`config.mk`:
```
export PLATFORM = sky130hd
export DESIGN_NAME = sorted_byte_priority_queue
export DESIGN_NICKNAME = d
export VERILOG_FILES = /design/src/rtl/core/sbpq_pkg.sv /design/src/rtl/core/sbpq_cell.sv /design/src/rtl/core/sorted_byte_priority_queue.sv
export SDC_FILE = /design/constraint.sdc
export NUM_CORES = 1
export LEC_CHECK = 0
export ABC_AREA = 1
export BUFFER_PORTS_ARGS = -buffer_cell sky130_fd_sc_hd__buf_2
export CORE_MARGIN = 2
export CORE_UTILIZATION = 58
export DETAILED_ROUTE_END_ITERATION = 6
export HOLD_SLACK_MARGIN = 0.05
export PLACE_DENSITY = 0.75
export RECOVER_POWER = 100
export SLEW_MARGIN = 5
export SYNTH_ARGS = -nofsm -noshare
export SYNTH_HDL_FRONTEND = slang
export SYNTH_SLANG_ARGS = --single-unit
```
`constraint.sdc`:
```
create_clock -name i_clk -period 4.1 [get_ports i_clk]
set_clock_uncertainty 0.1 [all_clocks]
set_input_delay 1.025 -clock i_clk [delete_from_list [all_inputs] [get_ports i_clk]]
set_output_delay 1.025 -clock i_clk [all_outputs]
set_load 0.02 [all_outputs]
```
`src/rtl/core/sbpq_pkg.sv`:
```
`timescale 1ns / 1ps
// ----------------------------------------------------------------------------
// sbpq_pkg: shared types and codes for the sorted byte priority queue
// Operation and status codes, and the link and control structs of the cells.
// ----------------------------------------------------------------------------
package sbpq_pkg;

    localparam int BYTE_W   = 8;
    localparam int STATUS_W = 2;
    localparam int FILL_W   = 5;

    // operation codes carried on i_op
    localparam logic OP_PUSH = 1'b0;
    localparam logic OP_POP  = 1'b1;

    // result status codes
    localparam logic [STATUS_W-1:0] ST_OK    = 2'd0;
    localparam logic [STATUS_W-1:0] ST_FULL  = 2'd1;
    localparam logic [STATUS_W-1:0] ST_EMPTY = 2'd2;

    // what one cell shows its neighbors
    typedef struct packed {
        logic              valid;  // cell holds a byte
        logic              lt;     // new byte sorts strictly before this one
        logic [BYTE_W-1:0] data;
    } t_cell_link;

    // broadcast control, same for every cell
    typedef struct packed {
        logic              push;
        logic              pop;
        logic [BYTE_W-1:0] data;
    } t_cell_ctl;

endpackage

```
`src/rtl/core/sbpq_cell.sv`:
```
`timescale 1ns / 1ps
// ----------------------------------------------------------------------------
// sbpq_cell: one slot of the sorted cell chain
// Holds one byte; on push takes the new byte or its left neighbor's byte,
// on pop takes its right neighbor's byte.
// ----------------------------------------------------------------------------
module sbpq_cell (
    input  logic                  i_clk,
    input  logic                  i_rst_n,
    input  sbpq_pkg::t_cell_ctl   i_ctl,
    input  sbpq_pkg::t_cell_link  i_prev,   // toward head (smaller)
    input  sbpq_pkg::t_cell_link  i_next,   // toward tail (larger)
    output sbpq_pkg::t_cell_link  o_link
);

    logic                        r_valid;
    logic [sbpq_pkg::BYTE_W-1:0] r_data;
    logic                        n_valid;
    logic [sbpq_pkg::BYTE_W-1:0] n_data;
    logic                        lt;

    // strict compare: equal bytes stay behind, keeping arrival order
    assign lt = r_valid && (i_ctl.data < r_data);

    assign o_link.valid = r_valid;
    assign o_link.lt    = lt;
    assign o_link.data  = r_data;

    always_comb begin
        n_valid = r_valid;
        n_data  = r_data;
        if (i_ctl.push) begin
            n_valid = r_valid | i_prev.valid;
            if (i_prev.lt) begin
                n_data = i_prev.data;       // shifted right by the insert
            end else if (lt || (!r_valid && i_prev.valid)) begin
                n_data = i_ctl.data;        // insert point
            end
        end else if (i_ctl.pop) begin
            n_valid = i_next.valid;
            n_data  = i_next.data;
        end
    end

    always_ff @(posedge i_clk) begin
        if (!i_rst_n) begin
            r_valid <= 1'b0;
        end else begin
            r_valid <= n_valid;
        end
    end

    always_ff @(posedge i_clk) begin
        r_data <= n_data;
    end

endmodule

```
`src/rtl/core/sorted_byte_priority_queue.sv`:
```
`timescale 1ns / 1ps
// Latency: a command taken at an edge shows its result, with o_strobe, in the next cycle.
// Throughput: one command per cycle; busy never rises, as each cell takes its new byte at the same edge.
// Reset (i_rst_n low, synchronous): queue empty, no result pending.
// The receiver cannot stall: o_strobe marks every result for a single cycle.
// ----------------------------------------------------------------------------
// sorted_byte_priority_queue: byte priority queue built as a sorted cell chain
// Cell 0 always holds the smallest byte. A push is broadcast to all cells;
// each compares and either keeps its byte, takes the new byte, or takes its
// left neighbor's byte, so the chain opens a gap at the insert point. A pop
// shifts every cell one place toward the head.
// ----------------------------------------------------------------------------
module sorted_byte_priority_queue #(
    parameter int DEPTH = 16
) (
    input  logic                          i_clk,
    input  logic                          i_rst_n,
    input  logic                          start,
    output logic                          busy,
    input  logic                          i_op,
    input  logic [sbpq_pkg::BYTE_W-1:0]   i_data_byte,
    output logic                          o_strobe,
    output logic [sbpq_pkg::STATUS_W-1:0] o_status,
    output logic [sbpq_pkg::BYTE_W-1:0]   o_popped_byte,
    output logic [sbpq_pkg::FILL_W-1:0]   o_fill_count
);

    localparam int CNT_W = $clog2(DEPTH + 1);

    sbpq_pkg::t_cell_link links [DEPTH];
    sbpq_pkg::t_cell_link prevs [DEPTH];
    sbpq_pkg::t_cell_link nexts [DEPTH];
    sbpq_pkg::t_cell_ctl  ctl;

    logic full;
    logic empty;
    logic do_push;
    logic do_pop;

    logic [CNT_W-1:0]                r_count;
    logic [CNT_W-1:0]                n_count;
    logic                            r_strobe;
    logic [sbpq_pkg::STATUS_W-1:0]   r_status;
    logic [sbpq_pkg::STATUS_W-1:0]   n_status;
    logic [sbpq_pkg::BYTE_W-1:0]     r_popped;
    logic [sbpq_pkg::BYTE_W-1:0]     n_popped;
    logic [CNT_W+sbpq_pkg::FILL_W-1:0] count_ext;

    // no command ever stalls
    assign busy = 1'b0;

    // chain is packed from cell 0, so its ends tell full and empty
    assign full  = links[DEPTH-1].valid;
    assign empty = !links[0].valid;

    assign do_push = start && (i_op == sbpq_pkg::OP_PUSH) && !full;
    assign do_pop  = start && (i_op == sbpq_pkg::OP_POP) && !empty;

    assign ctl.push = do_push;
    assign ctl.pop  = do_pop;
    assign ctl.data = i_data_byte;

    // neighbor wiring; head sees an always-full, never-smaller left side,
    // tail sees an empty right side
    always_comb begin
        for (int i = 0; i < DEPTH; i++) begin
            if (i == 0) begin
                prevs[i].valid = 1'b1;
                prevs[i].lt    = 1'b0;
                prevs[i].data  = '0;
            end else begin
                prevs[i] = links[i-1];
            end
            if (i == DEPTH - 1) begin
                nexts[i].valid = 1'b0;
                nexts[i].lt    = 1'b0;
                nexts[i].data  = '0;
            end else begin
                nexts[i] = links[i+1];
            end
        end
    end

    for (genvar g = 0; g < DEPTH; g++) begin : g_cell
        sbpq_cell u_cell (
            .i_clk   (i_clk),
            .i_rst_n (i_rst_n),
            .i_ctl   (ctl),
            .i_prev  (prevs[g]),
            .i_next  (nexts[g]),
            .o_link  (links[g])
        );
    end

    // result word and fill count
    always_comb begin
        n_count  = r_count;
        n_status = sbpq_pkg::ST_OK;
        n_popped = '0;
        if (i_op == sbpq_pkg::OP_PUSH) begin
            if (full) begin
                n_status = sbpq_pkg::ST_FULL;
            end else begin
                n_count = r_count + CNT_W'(1);
            end
        end else begin
            if (empty) begin
                n_status = sbpq_pkg::ST_EMPTY;
            end else begin
                n_count  = r_count - CNT_W'(1);
                n_popped = links[0].data;
            end
        end
    end

    always_ff @(posedge i_clk) begin
        if (!i_rst_n) begin
            r_count  <= '0;
            r_strobe <= 1'b0;
        end else begin
            r_strobe <= start;
            if (start) begin
                r_count <= n_count;
            end
        end
    end

    always_ff @(posedge i_clk) begin
        if (start) begin
            r_status <= n_status;
            r_popped <= n_popped;
        end
    end

    // count reported modulo 32
    assign count_ext = {{sbpq_pkg::FILL_W{1'b0}}, r_count};

    assign o_strobe      = r_strobe;
    assign o_status      = r_status;
    assign o_popped_byte = r_popped;
    assign o_fill_count  = count_ext[sbpq_pkg::FILL_W-1:0];

endmodule
```
==> impl_metrics.json, run 1 <==
{
  "holdWs_ns": 0.3844,
  "ys_ff_latch": 160,
  "h-tree-depth": 4,
  "clockRootBuffer": "clkbuf_16",
  "synth_edf_count": 138,
  "core_area_mm2": 0.01933,
  "grt.total_usage_pct": 30.00,
  "critPathCaptureType": "flop",
  "syn_inst": 1511,
  "die_w_um": 144.0,
  "powerDensity_mw_per_mm2": 373.7,
  "dp_hpwl_mm": 20.78,
  "rows": 51,
  "fin_area_mm2": 0.01221,
  "drc": 0,
  "dp_slack_ns": 0.4596,
  "wirelength_mm": 30.23,
  "slew_violations": 0,
  "n_antenna_cell": 0,
  "finalCritPeriodShare_pct": 85.39,
  "synth.largest_area_cell": "edfxtp_1",
  "placed_area_mm2": 0.01166,
  "die-height_um": 144.0,
  "ios": 29,
  "cts_hold_buf": 0,
  "ys.flop_type": "edfxtp_1",
  "arrival_ns": 3.70,
  "hold_viol": 0,
  "final-seq-area_mm2": 0.004584,
  "vdd_drop_max_v": 0.0003271,
  "synth_top_area_share_pct": 36.44,
  "yosysSeqAreaShare_pct": 40.31,
  "tightest_slew_ns": 1.064,
  "clkLatencyLatePin_ns": 0.44,
  "area_growth_pct": 7.350,
  "final_antenna_net_count": 0,
  "cp-start-kind": "primary input",
  "grt_pass1_vias": 9631,
  "yosys_warnings": 0,
  "start_util_pct": 58.82,
  "vias": 10210,
  "path_max_fanout": 42,
  "dr.pass1.iters": 6,
  "cts_tree": "built",
  "synthTopCellsByArea": "edfxtp_1 36%, nand2_1 17%, ha_1 12%",
  "rsz0062_at_grt": "false",
  "cts_resized": 0,
  "min_period_ns": 3.501,
  "cts_num_sinks": 160,
  "place_congestion": 0.8888,
  "netlist_area_mm2": 0.01137,
  "leakage_nw": 6.002,
  "antenna_found_initial": 0,
  "final.setup.worst_slack_ns": 0.5989,
  "relSlewSlack_pct": 29.09,
  "hold_class": "flop to flop",
  "worstPathRequired_ns": 4.30,
  "outcome": "finished, final reports clean",
  "numCtsBuffers": 17,
  "fin_nets": 1639,
  "synthTopCellsByCount": "520 x nand2_1, 230 x nand3_1, 178 x inv_1, 138 x edfxtp_1, 108 x ha_1",
  "multiInputGateArea_mm2": 0.005786,
  "avgSynthCellArea_um2": 7.526,
  "setup_viol": 0,
  "grt_start_max_net_pins": 101,
  "path_class": "primary input to flop",
  "grt-ovfl-total": 0,
  "clk_pin_slew_worst_paths_ns": 0.07,
  "yosys.cell_types.count": 33,
  "postSynth.asyncResetShare_pct": 0,
  "final_util_pct": 63.14,
  "clk_path_buf_depth": 2,
  "synthesis.nets": 1632,
  "grt_first_pass_wirelength_mm": 48.11,
  "max_freq_mhz": 285.6,
  "fillers": 1683,
  "post_cts.repair.setup_buffers": 0,
  "cap_violations": 0,
  "drive_gt1_share_pct": 6.074,
  "fp.dieArea_mm2": 0.02074,
  "synth.most_common_cell": "nand2_1",
  "drt_iter0_markers": 927,
  "post_drt_wl_per_cell_um": 16.83,
  "routed_via_density": 5.687,
  "portBuffers": 27,
  "tns_ns": 0
}
-- layout make-up --
| class | count | area share [%] |
|---|---|---|
| clock buffers | 17 | 3.485 |
| repair buffers | 43 | 1.589 |
| flip-flops and latches | 160 | 37.55 |
| multi-input cells | 1112 | 47.39 |
| clock inverters | 15 | 1.589 |
| inverters | 184 | 5.678 |
| well taps | 265 | 2.716 |
-- layout by cell type (no fill, tap or decap), drive strengths merged --
cell type	synthesis	routed
a221oi	2	2
o221ai	1	1
clkinvlp	0	1
o21ai	39	39
clkbuf	15	46
conb	1	1
xnor2	1	1
buf	40	14
o31ai	2	2
o21bai	1	1
nor2	100	100
a211oi	8	8
a21oi	42	42
inv	184	192
fa	1	1
clkinv	0	3
nand2	548	548
xor2	3	3
nand3	233	233
ha	108	108
o21a	2	2
edfxtp	138	138
nand4	14	14
dfxtp	22	22
bufinv	0	3
and3	6	6
-- per-stage QoR --
stage	std cells	total power, mW
floorplan	1511	2.633
detailed placement	1764	2.879
global route	1796	4.751
CTS	1796	4.568
global placement	1764	2.847
finish	1796	4.562
-- metal layers --
layer  vias up  share of wire [%]  track usage [%]
li1       4977                  -                -
met5         -                  0                0
met3        69                8.5            5.894
met4         0                2.1            9.185
met2       446                 46            49.22
met1      4721                 43            40.37
-- worst paths after layout --
path,startpoint,endpoint,slack [ns],depth (start not counted)
worst min-delay path,g_cell[15].u_cell.r_valid$_SDFFE_PN0P_,g_cell[15].u_cell.r_valid$_SDFFE_PN0P_,0.38,2
worst max-delay path,start,g_cell[9].u_cell.r_data[1]$_DFFE_PP_,0.60,8
worst max register to register,g_cell[0].u_cell.r_valid$_SDFFE_PN0P_,g_cell[15].u_cell.r_data[0]$_SDFFCE_PN0P_,1.35,5
worst min register to register,g_cell[15].u_cell.r_valid$_SDFFE_PN0P_,g_cell[15].u_cell.r_valid$_SDFFE_PN0P_,0.38,2
-- power by group --
| part | switching (mW) | leakage [nW] | total (mW) | internal [mW] |
|---|---|---|---|---|
| logic | 0.601 | 4.21 | 0.871 | 0.271 |
| clock network | 0.729 | 0.301 | 1.71 | 0.978 |
| registers | 0.0690 | 1.50 | 1.98 | 1.91 |
-- logic make-up after synthesis --
group,after synthesis,synth area share (%)
AOI/OAI and AO/OA,97,4.786
xor gates and xnor gates,4,0.3081
adders and majority gates,109,12.06
buffers and inverters,239,8.747
DFF,160,40.31
other,1,0.03298
and+or+nand+nor,901,33.76
-- worst max-delay path, cell delays in order --
cell,delay [ns]
clkbuf_1,0.49
inv_1,0.13
nor2_1,0.26
nand2_4,0.25
inv_4,0.44
clkbuf_2,0.74
nand3_1,0.22
nand2_1,0.10
-- state kept, by name, indices dropped and copies added, names as in the netlist --
name                   cells
o_strobe                   1
o_fill_count               5
o_popped_byte              8
g_cell.u_cell.r_valid     16
g_cell.u_cell.r_data     128
o_status                   2
No activity file was read; power rests on OpenSTA's default activity.
==> run 2: changes to the inputs <==
- CORE_MARGIN: 2 -> 1
- CTS_CLUSTER_DIAMETER: default -> 80
- SYNTH_HIERARCHICAL: default -> 1
==> run 2 against run 1 <==
Net effect:
- the flow now finishes with violations (DRC)
- via count increased by 1.7%
- power increased by 4.3%
- global-route usage decreased by 0.11 points
- register-to-register slack improved by 0.21 ns
- combinational power increased by 8.5%
- routed wire length increased by 4.1%
- flip-flop and latch count unchanged
- clock power about the same
- sequential share of layout area decreased by 1.8 points
- first-iteration DRC count increased by 17%
- cell count increased by 3.8%
- highest routed layer unchanged
==> impl_metrics.json, run 2 <==
{
  "avgSynthCellArea_um2": 7.811,
  "yosys_warnings": 6,
  "netlist_area_mm2": 0.01221,
  "leakage_nw": 6.181,
  "dp_slack_ns": 0.7155,
  "slowest_delay_ns": 0.73,
  "wirelength_mm": 31.46,
  "worstPathRequired_ns": 4.09,
  "rrSetupSlack_ns": 1.56,
  "grt_first_pass_wirelength_mm": 50.38,
  "holdPathStages": 2,
  "antenna_found_initial": 0,
  "netSwitchingPower_mw": 1.491,
  "placed_area_mm2": 0.01235,
  "final.setup.worst_slack_ns": 0.5676,
  "ios": 29,
  "grt.total_usage_pct": 29.89,
  "dp_hpwl_mm": 22.17,
  "violations": "DRC",
  "routed_via_density": 5.570,
  "numCtsBuffers": 17,
  "slew_violations": 0,
  "combPwrFrac_pct": 19.9,
  "relSlewSlack_pct": 32.74,
  "post_drt_wl_per_cell_um": 16.88,
  "top_register": "g_cell.u_cell/r_data",
  "die_w_um": 147.1,
  "fin_nets": 1709,
  "h-tree-depth": 4,
  "hold_class": "flop to flop",
  "core_area_mm2": 0.02043,
  "drive_gt1_share_pct": 8.469,
  "final_common_cell": "nand2_1",
  "hp-start": "o_fill_count[2]$_SDFFE_PN0P_",
  "grt-ovfl-total": 0,
  "area_growth_pct": 5.031,
  "arrival_ns": 3.52,
  "layout_common_cells": "341 x nand2_1, 234 x o21ai_0, 225 x inv_1",
  "portBuffers": 27,
  "grt_start_max_net_pins": 100,
  "powerDensity_mw_per_mm2": 370.9,
  "clk_path_buf_depth": 2,
  "reg2reg_depth": 10,
  "cts_tree": "built",
  "vdd_drop_max_v": 0.0002746,
  "setup_viol": 0,
  "clk_pin_slew_worst_paths_ns": 0.07,
  "cts_resized": 0,
  "path_max_fanout": 20,
  "clkLatencyLatePin_ns": 0.44,
  "p_sw_share_pct": 31.36,
  "clockPowerShare_pct": 36.2,
  "cap_violations": 0,
  "finalCritPeriodShare_pct": 86.16,
  "cts_hold_buf": 0,
  "path_class": "primary input to flop",
  "fillers": 1838,
  "p_seq_share_pct": 43.9,
  "rows": 52,
  "post_cts.repair.setup_buffers": 0,
  "tightest_slew_ns": 1.009,
  "total_power_mw": 4.756,
  "min_period_ns": 3.532,
  "drt_iter0_markers": 1088,
  "drc": 3,
  "die-height_um": 147.1,
  "crit_chain": "clkbuf_1 > buf_12 > ha_1 > a21oi_1 > nor2_1 > nor3_2 > nand2_1 > inv_1 > a211oi_1 > a21oi_1 > clkbuf_1",
  "r2r-start": "g_cell[9].u_cell/r_data[5]$_DFFE_PP_",
  "max_freq_mhz": 283.1,
  "slowest_stage": "clkbuf_1",
  "cts_num_sinks": 160,
  "fin_area_mm2": 0.01282,
  "outcome": "finished with violations",
  "cell_internal_pwr_mw": 3.264,
  "critPathCaptureType": "flop",
  "final_antenna_net_count": 0,
  "tns_ns": 0,
  "place_congestion": 0.9248,
  "fp.dieArea_mm2": 0.02163,
  "hold_end": "o_fill_count[2]$_SDFFE_PN0P_",
  "grt_pass1_vias": 9932,
  "hold_viol": 0,
  "start_util_pct": 59.76,
  "clockRootBuffer": "clkbuf_16",
  "n_antenna_cell": 0,
  "dr.pass1.iters": 7,
  "syn_inst": 1563,
  "rsz0062_at_grt": "false",
  "vias": 10380,
  "r2r-end": "g_cell[10].u_cell/r_data[3]$_DFFE_PP_",
  "cp-start-kind": "primary input",
  "largest_reg_flops": 128
}
run 2: through the flow:
step                cells  util [%]  hold slack (ns)
floorplan            1582         -           0.4255
global placement     1832     60.44           0.3821
detailed placement   1832     60.44           0.3894
CTS                  1864     63.53           0.4006
global route         1864     62.77           0.4368
finish               1864     62.77           0.4104
run 2: power groups by stage:
stage | clock (mW) | sequential [mW] | combinational [mW]
6_report | 1.72 | 2.09 | 0.945
5_1_grt | 1.80 | 2.10 | 1.08
4_1_cts | 1.74 | 2.08 | 0.974
3_5_place_dp | 0 | 2.12 | 0.960
3_3_place_gp | 0 | 2.12 | 0.922
2_1_floorplan | 0 | 2.06 | 0.770
run 2: area by class of cell:
type / count / area (um2) / share of cell area (%)
Clock buffer: 18 / 439.2 / 3.425
Multi-Input combinational cell: 1083 / 5803 / 45.25
Sequential cell: 160 / 4584 / 35.75
Inverter: 259 / 1049 / 8.176
Timing Repair Buffer: 60 / 419.2 / 3.269
Clock inverter: 14 / 191.4 / 1.493
Tap cell: 270 / 337.8 / 2.634
run 2: how the worst max path moves through the flow:
stage / slack (ns) / cells after the start / end / startpoint
6_report: 0.57 / 11 / g_cell[7].u_cell/r_data[1]$_DFFE_PP_ / i_data_byte[5]
5_1_grt: 0.48 / 10 / g_cell[10].u_cell/r_data[0]$_DFFE_PP_ / i_data_byte[5]
4_1_cts: 1.14 / 12 / g_cell[14].u_cell/r_data[0]$_DFFE_PP_ / i_data_byte[1]
3_5_place_dp: 0.72 / 12 / g_cell[14].u_cell/r_data[7]$_DFFE_PP_ / i_data_byte[1]
3_3_place_gp: 0.75 / 12 / g_cell[8].u_cell/r_data[1]$_DFFE_PP_ / i_data_byte[1]
2_1_floorplan: 0.07 / 4 / g_cell[0].u_cell/r_data[0]$_DFFE_PP_ / i_op
run 2: routing by layer:
metal / up-vias / GRT usage, % / wire [um]
met5: - / 0 / 0
met1: 4754 / 39.62 / 13410
met3: 78 / 5.994 / 2679
li1: 5076 / - / -
met2: 474 / 48.63 / 14610
met4: 0 / 10.41 / 757
run 2: critical path, delay by kind of cell:
family                   cells  cell delay, ns
AND/OR/NAND/NOR              3            0.25
AO/OA/AOI/OAI                3            0.38
buffers and inverters        4            1.58
adder cells (fa/ha/maj)      1            0.27
